**src/rtl/core/cau_pkg.sv**
```systemverilog
// shared types and operation codes for the complex arithmetic unit
// no dependencies; imported by every module of the unit
package cau_pkg;

  typedef logic [1:0] cmd_t;

  localparam cmd_t CMD_ADD = 2'd0;
  localparam cmd_t CMD_SUB = 2'd1;
  localparam cmd_t CMD_MUL = 2'd2;
  localparam cmd_t CMD_DIV = 2'd3;

  // control that travels with each item down the pipeline
  typedef struct packed {
    logic vld;
    cmd_t cmd;
    logic dz;
  } ctl_t;

endpackage

```
**src/rtl/core/cau_div_step.sv**
```systemverilog
// one restoring division step for both result lanes, one quotient bit per stage
// depends on cau_pkg
module cau_div_step import cau_pkg::*; #(
  parameter int DW  = 16,
  parameter int BIT = 16
) (
  input  logic            clk,
  input  logic            rst_n,
  input  ctl_t            ctl_i,
  input  logic [2*DW-1:0] den_i,
  input  logic [DW-1:0]   pass_re_i,
  input  logic [DW-1:0]   pass_im_i,
  input  logic            pass_sat_i,
  input  logic [2*DW-1:0] rem_re_i,
  input  logic [2*DW-1:0] rem_im_i,
  input  logic [DW:0]     q_re_i,
  input  logic [DW:0]     q_im_i,
  input  logic [DW:0]     xlo_re_i,
  input  logic [DW:0]     xlo_im_i,
  input  logic            neg_re_i,
  input  logic            neg_im_i,
  input  logic            ovf_re_i,
  input  logic            ovf_im_i,
  output ctl_t            ctl_o,
  output logic [2*DW-1:0] den_o,
  output logic [DW-1:0]   pass_re_o,
  output logic [DW-1:0]   pass_im_o,
  output logic            pass_sat_o,
  output logic [2*DW-1:0] rem_re_o,
  output logic [2*DW-1:0] rem_im_o,
  output logic [DW:0]     q_re_o,
  output logic [DW:0]     q_im_o,
  output logic [DW:0]     xlo_re_o,
  output logic [DW:0]     xlo_im_o,
  output logic            neg_re_o,
  output logic            neg_im_o,
  output logic            ovf_re_o,
  output logic            ovf_im_o
);

  localparam int RW = 2 * DW;
  localparam int QW = DW + 1;

  // returns {quotient bit, next remainder}
  function automatic logic [RW:0] step_f(input logic [RW-1:0] r, input logic b,
                                         input logic [RW-1:0] d);
    logic [RW:0] rs;
    logic [RW:0] df;
    logic        ge;
    rs = {r, b};
    df = rs - {1'b0, d};
    ge = rs >= {1'b0, d};
    return ge ? {1'b1, df[RW-1:0]} : {1'b0, rs[RW-1:0]};
  endfunction

  ctl_t          ctl_r;
  logic [RW-1:0] den_r, remr_r, remi_r;
  logic [DW-1:0] pre_r, pim_r;
  logic          psat_r, negr_r, negi_r, ovfr_r, ovfi_r;
  logic [QW-1:0] qr_r, qi_r, xlor_r, xloi_r, qr_nxt, qi_nxt;
  logic [RW:0]   str, sti;

  always_comb begin
    str    = step_f(rem_re_i, xlo_re_i[BIT], den_i);
    sti    = step_f(rem_im_i, xlo_im_i[BIT], den_i);
    qr_nxt = q_re_i;
    qi_nxt = q_im_i;
    qr_nxt[BIT] = str[RW];
    qi_nxt[BIT] = sti[RW];
  end

  always_ff @(posedge clk) begin
    if (!rst_n) begin
      ctl_r <= '0;
    end else begin
      ctl_r <= ctl_i;
    end
  end

  always_ff @(posedge clk) begin
    den_r  <= den_i;
    pre_r  <= pass_re_i;
    pim_r  <= pass_im_i;
    psat_r <= pass_sat_i;
    remr_r <= str[RW-1:0];
    remi_r <= sti[RW-1:0];
    qr_r   <= qr_nxt;
    qi_r   <= qi_nxt;
    xlor_r <= xlo_re_i;
    xloi_r <= xlo_im_i;
    negr_r <= neg_re_i;
    negi_r <= neg_im_i;
    ovfr_r <= ovf_re_i;
    ovfi_r <= ovf_im_i;
  end

  assign ctl_o      = ctl_r;
  assign den_o      = den_r;
  assign pass_re_o  = pre_r;
  assign pass_im_o  = pim_r;
  assign pass_sat_o = psat_r;
  assign rem_re_o   = remr_r;
  assign rem_im_o   = remi_r;
  assign q_re_o     = qr_r;
  assign q_im_o     = qi_r;
  assign xlo_re_o   = xlor_r;
  assign xlo_im_o   = xloi_r;
  assign neg_re_o   = negr_r;
  assign neg_im_o   = negi_r;
  assign ovf_re_o   = ovfr_r;
  assign ovf_im_o   = ovfi_r;

endmodule

```
**config.mk**
```make
export PLATFORM = sky130hd
export DESIGN_NAME = cau_div_step
export DESIGN_NICKNAME = d
export VERILOG_FILES = /design/src/rtl/core/cau_pkg.sv /design/src/rtl/core/cau_div_step.sv
export SDC_FILE = /design/constraint.sdc
export NUM_CORES = 1
export LEC_CHECK = 0
export BUFFER_PORTS_ARGS = -buffer_cell sky130_fd_sc_hd__buf_2
export CAP_MARGIN = 40
export CORE_AREA = 2 2 160 162
export DETAILED_ROUTE_END_ITERATION = 10
export DIE_AREA = 0 0 162 164
export SKIP_LAST_GASP = 1
export SLEW_MARGIN = 30
export SYNTH_ARGS = -nofsm -noshare
export SYNTH_HDL_FRONTEND = slang
export SYNTH_SLANG_ARGS = --single-unit
```
**constraint.sdc**
```tcl
create_clock -name clk -period 4.43 [get_ports clk]
set_input_delay 0 -clock clk [delete_from_list [all_inputs] [get_ports clk]]
set_output_delay 0 -clock clk [all_outputs]
set_load 0.02 [all_outputs]
```
**Yosys cells after proc, flatten, opt, wreduce, memory -nomap -nowiden**

Cells that the tools add are included.

- $mul: 0
- Shift-type cells: 0
- Order comparisons: 2
- Add/sub/neg operators: 2
- Reductions and logical operators: 0
- Divide/modulo/power cells: 0
- Bitwise gates (word level): 0
- Multiplexer cells: 2
- Equality and inequality tests: 0

Operator list:

| kind | number |
|---|---|
| $ge 33x32->1 | 2 |
| $mux 33 | 2 |
| $sub 32x32->32 | 2 |

- Memories: 0
- Input bits: 207
- Output and inout port bits: 205
- Latch bits: 0
- Bits in writable memories: 0
- Bits in read-only memories: 0
- Word-level logic and storage cells: 23
- Register bits: 205

**Longest topological paths before layout**

- Depth in word-level cells: 2
- Mapped depth: 13
- Gate-level depth less buffers: 11

**Least setup slack after synthesis**

No wires, ideal clock.

- Path kind: input to register
- Start point: input den_i[10]
- End point: register remi_r[10] (netlist: rem_im_o[10])
- Buffers on the path: 3
- Data required time: 4.309 ns
- Path slack: 1.705 ns
- Data arrival time: 2.603 ns
- Cell stages on the path: 13
- Library setup time: 0.121 ns
- Path through: inv_1 ha_1 buf_6 a211o_1 a311oi_2 o21bai_1 or3_1 buf_2 o2111a_2 nor3_4 a21oi_4 buf_12 mux2_4

- Cells in the longest elaborated chain, start to end: 2
- Elaborated cells between the ends (all ways): 3
- Those cells by class: add/sub (1); order compare (1); mux (1)

RTL lines:

| what | RTL line | text |
|---|---|---|
| start: declaration | cau_div_step.sv:10 | `input logic [2*DW-1:0] den_i,` |
| $sub 32x32->32 or $ge 33x32->1 (tied branches) | cau_div_step.sv:51, cau_div_step.sv:52 |  |
| $mux 33 * | cau_div_step.sv:53 | `return ge ? {1'b1, df[RW-1:0]} : {1'b0, rs[RW-1:0]};` |
| via sti[10] | cau_div_step.sv:61 | `logic [RW:0] str, sti;` |
| end signal: assignment | cau_div_step.sv:86 | `remi_r <= sti[RW-1:0];` |
| end: declaration | cau_div_step.sv:57 | `logic [RW-1:0] den_r, remr_r, remi_r;` |

The timed path passes the listed nets; every way through them passes the cells marked *.
A chain may end at the register's enable or synchronous reset.

**Worst setup path after layout**

- Start point: input den_i[1]
- End point: register remr_r[5] (netlist: rem_re_o[5])

- Cells in the longest elaborated chain, start to end: 2
- Elaborated cells between the ends (all ways): 3
- Those cells by class: add/sub (1); order compare (1); mux (1)

RTL lines:

| what | RTL line | text |
|---|---|---|
| $sub 32x32->32 or $ge 33x32->1 (tied branches) | cau_div_step.sv:51, cau_div_step.sv:52 |  |
| $mux 33 * | cau_div_step.sv:53 |  |
| via str[5] | cau_div_step.sv:61 |  |
| end signal: assignment | cau_div_step.sv:85 | `remr_r <= str[RW-1:0];` |
| end: declaration | cau_div_step.sv:57 |  |

Marks and branches as above.

==> results.py <==
metrics = {
    "synth": {
        "yosysUniqueCellTypes": 61,
        "synth-seq-cells": 205,
        "yosys.area_share.simple": 0.102,
        "seq_area_frac_synth": 0.469,
        "synth_edf_count": 0,
        "synth-compound-area-share": 0.145,
        "syn_inst": 842,
        "yosys-mux-area-fraction": 0.0953,
        "synth_top_family_by_area": "compound AO/OA/AOI/OAI gates",
        "synthesis.nets": 1115,
        "yosys.area_share.adder": 0.0960,
        "avgSynthCellArea_um2": 10.4,
        "async_flop_share": 0,
        "ys_warn_count": 0,
        "yosys.area_share.xor_xnor": 0.0540,
        "yosys_most_used_dff": "dfxtp_1",
        "syn_area_um2": 8760,
    },
    "clocking": {
        "cts_root_buf": "clkbuf_16",
        "cts_tree": "done",
        "cts_buffers": 24,
        "cts.sinks": 205,
        "cts.clk_slew.worst_paths_ps": 60,
        "postCtsSetupRepairBufs": 0,
        "ctsHoldBuffers": 205,
        "htree_levels": 1,
        "cts_resized": 0,
        "clk_path_buf_depth": 3,
    },
    "placement": {
        "dpl.hpwl_mm": 22.3,
        "postPlaceCellArea_um2": 11100,
        "io_buffers": 409,
        "routabilityCongestion": 0.907,
    },
    "outcome": {
        "status": "complete, no violations",
    },
    "global_route": {
        "grt.overflow.total": 0,
        "grt_max_degree": 25,
        "track_usage": 0.223,
        "antenna_found_initial": 1,
        "grt_pass1_wl_mm": 46.7,
        "first_global_vias": 8958,
    },
    "timing": {
        "period_minus_slack_ps": 3420,
        "final-hold-violation-count": 0,
        "setup_violations": 0,
        "relSlewSlack": 0.502,
        "post-route-period-util": 0.773,
        "fin_tns_setup_ps": 0,
        "worst_pin_slew_ps": 728,
        "holdWs_ps": 34.0,
        "finalMaxSlewViolations": 0,
        "rsz0062_at_grt": "false",
        "fmaxAchievable_mhz": 292,
    },
    "floorplan": {
        "die_h_um": 164,
        "die_area_um2": 26600,
        "coreArea_um2": 24800,
        "num_rows": 58,
        "io_pins": 412,
        "dieWidth_um": 162,
        "start_util": 0.353,
    },
    "drt": {
        "drcViolationCount": 0,
        "viasPerCell": 4.79,
        "wire_per_inst_um": 17.3,
        "wirelength_mm": 31.3,
        "dr.pass1.iters": 4,
        "drtIter0Drc": 336,
        "via_count": 8657,
        "final_antenna_net_count": 0,
    },
    "min_path": {
        "timing.hold.worst.start": "rem_re_i[31]",
        "hp-class": "input pin to flop",
        "hold_path_depth": 3,
        "hold_path_end": "q_re_o[16]",
    },
    "layout": {
        "fin_nets": 1734,
        "final_common_cell": "buf_2",
        "finalInstanceArea_um2": 14000,
        "drive_above_1_share": 0.355,
        "area_growth_pct": 60.1,
        "layout_common_cells": "buf_2, dfxtp_1, dlygate4sd3_1",
    },
    "critical_path": {
        "worstPathRequired_ps": 4820,
        "critical_path_class": "input pin to flop",
        "critPathLaunchType": "input pin",
        "path_max_fanout": 24,
        "arrival_ps": 3820,
        "worstSetupEndpointType": "flop",
    },
    "pwr": {
        "p_per_area_nw_per_um2": 405,
        "leakage_nw": 6.82,
        "ir_worst_vdd_mv": 0.302,
    },
    "run": {
        "maxCapViolations": 0,
    },
}
==> logic make-up after synthesis <==
group                      after synthesis
muxes                                   66
and+or+nand+nor                        179
adders and majority gates               66
buffers and inverters                   76
DFF                                    205
xor gates and xnor gates                54
AOI/OAI and AO/OA                      196
==> flip-flops by register name, summed over array words and instances, names as in the netlist, 4 cells and up <==
| signal | flops |
|---|---|
| rem_im_o | 32 |
| ctl_o | 4 |
| q_re_o | 17 |
| xlo_re_o | 17 |
| rem_re_o | 32 |
| xlo_im_o | 17 |
| q_im_o | 17 |
| den_o | 32 |
| pass_re_o | 16 |
| pass_im_o | 16 |
==> how the worst max path moves through the flow <==
stage / slack (ps) / end / startpoint / depth (start not counted)
2_1_floorplan: 1710 / rem_im_o[10] / den_i[10] / 13
6_report: 1010 / rem_re_o[5] / den_i[1] / 13
3_5_place_dp: 1000 / rem_re_o[13] / den_i[1] / 12
4_1_cts: 1020 / rem_re_o[13] / den_i[1] / 13
3_3_place_gp: 920 / rem_im_o[21] / den_i[18] / 11
5_1_grt: 800 / rem_re_o[10] / den_i[1] / 13
==> cells in the mapped netlist, drive strengths merged (3+ instances only) <==
| library cell | count | share of area |
|---|---|---|
| a211o | 3 | 0.0030 |
| a211oi | 6 | 0.0051 |
| a21o | 25 | 0.021 |
| a21oi | 65 | 0.038 |
| a31oi | 13 | 0.0093 |
| and2 | 9 | 0.0064 |
| and3 | 7 | 0.0050 |
| buf | 8 | 0.010 |
| clkbuf | 16 | 0.0069 |
| dfxtp | 205 | 0.47 |
| ha | 64 | 0.091 |
| inv | 52 | 0.022 |
| mux2 | 61 | 0.090 |
| mux2i | 5 | 0.0057 |
| nand2 | 52 | 0.022 |
| nand2b | 8 | 0.0057 |
| nand3 | 20 | 0.011 |
| nand4 | 14 | 0.010 |
| nor2 | 33 | 0.014 |
| nor2b | 7 | 0.0050 |
| nor3 | 11 | 0.0076 |
| o2111ai | 4 | 0.0040 |
| o211ai | 9 | 0.0077 |
| o21ai | 35 | 0.020 |
| o21bai | 9 | 0.0077 |
| o31ai | 5 | 0.0049 |
| or2 | 4 | 0.0029 |
| or3 | 6 | 0.0043 |
| xnor2 | 33 | 0.033 |
| xor2 | 21 | 0.021 |
==> through the flow <==
stage / power (W) / util / setup slack, ps / cells
5_1_grt: 0.00594 / 0.565 / 795 / 1809
6_report: 0.00567 / 0.565 / 1010 / 1809
3_5_place_dp: 0.00352 / 0.448 / 1000 / 1560
4_1_cts: 0.00572 / 0.565 / 1020 / 1808
3_3_place_gp: 0.00350 / 0.447 / 921 / 1559
2_1_floorplan: 0.00306 / - / 1710 / 842
==> per-layer routing <==
metal / vias to the layer above / wire (µm) / track usage
met5: - / 0 / 0
met4: 0 / 1250 / 0.0889
met3: 74 / 1680 / 0.0402
met2: 300 / 16200 / 0.421
met1: 4046 / 12200 / 0.246
li1: 4237 / - / -
==> power by group <==
group          internal, W  switching (W)
clock network      0.00124       0.000794
registers          0.00205      0.0000496
logic             0.000701       0.000845
total              0.00399        0.00169
==> critical path, cell delays in order <==
cell and delay, ps:
dlygate4sd3_1 530, buf_2 180, inv_1 100, ha_1 350, nor2b_1 180, o211ai_1 120
a31oi_1 320, o21a_1 330, a311o_1 320, nand4_1 170, o31ai_4 570, buf_12 270
mux2_2 350
==> final cells by class <==
class / instances / area (µm²)
antenna: 1 / 2.50
clock buffer: 33 / 706
clock inverter: 10 / 129
fill: 2140 / 10800
inverter: 52 / 195
multi-input combinational: 561 / 4320
sequential: 205 / 4100
tap: 330 / 413
timing repair buffer: 617 / 4150
Power figures use the tool's default switching activity.
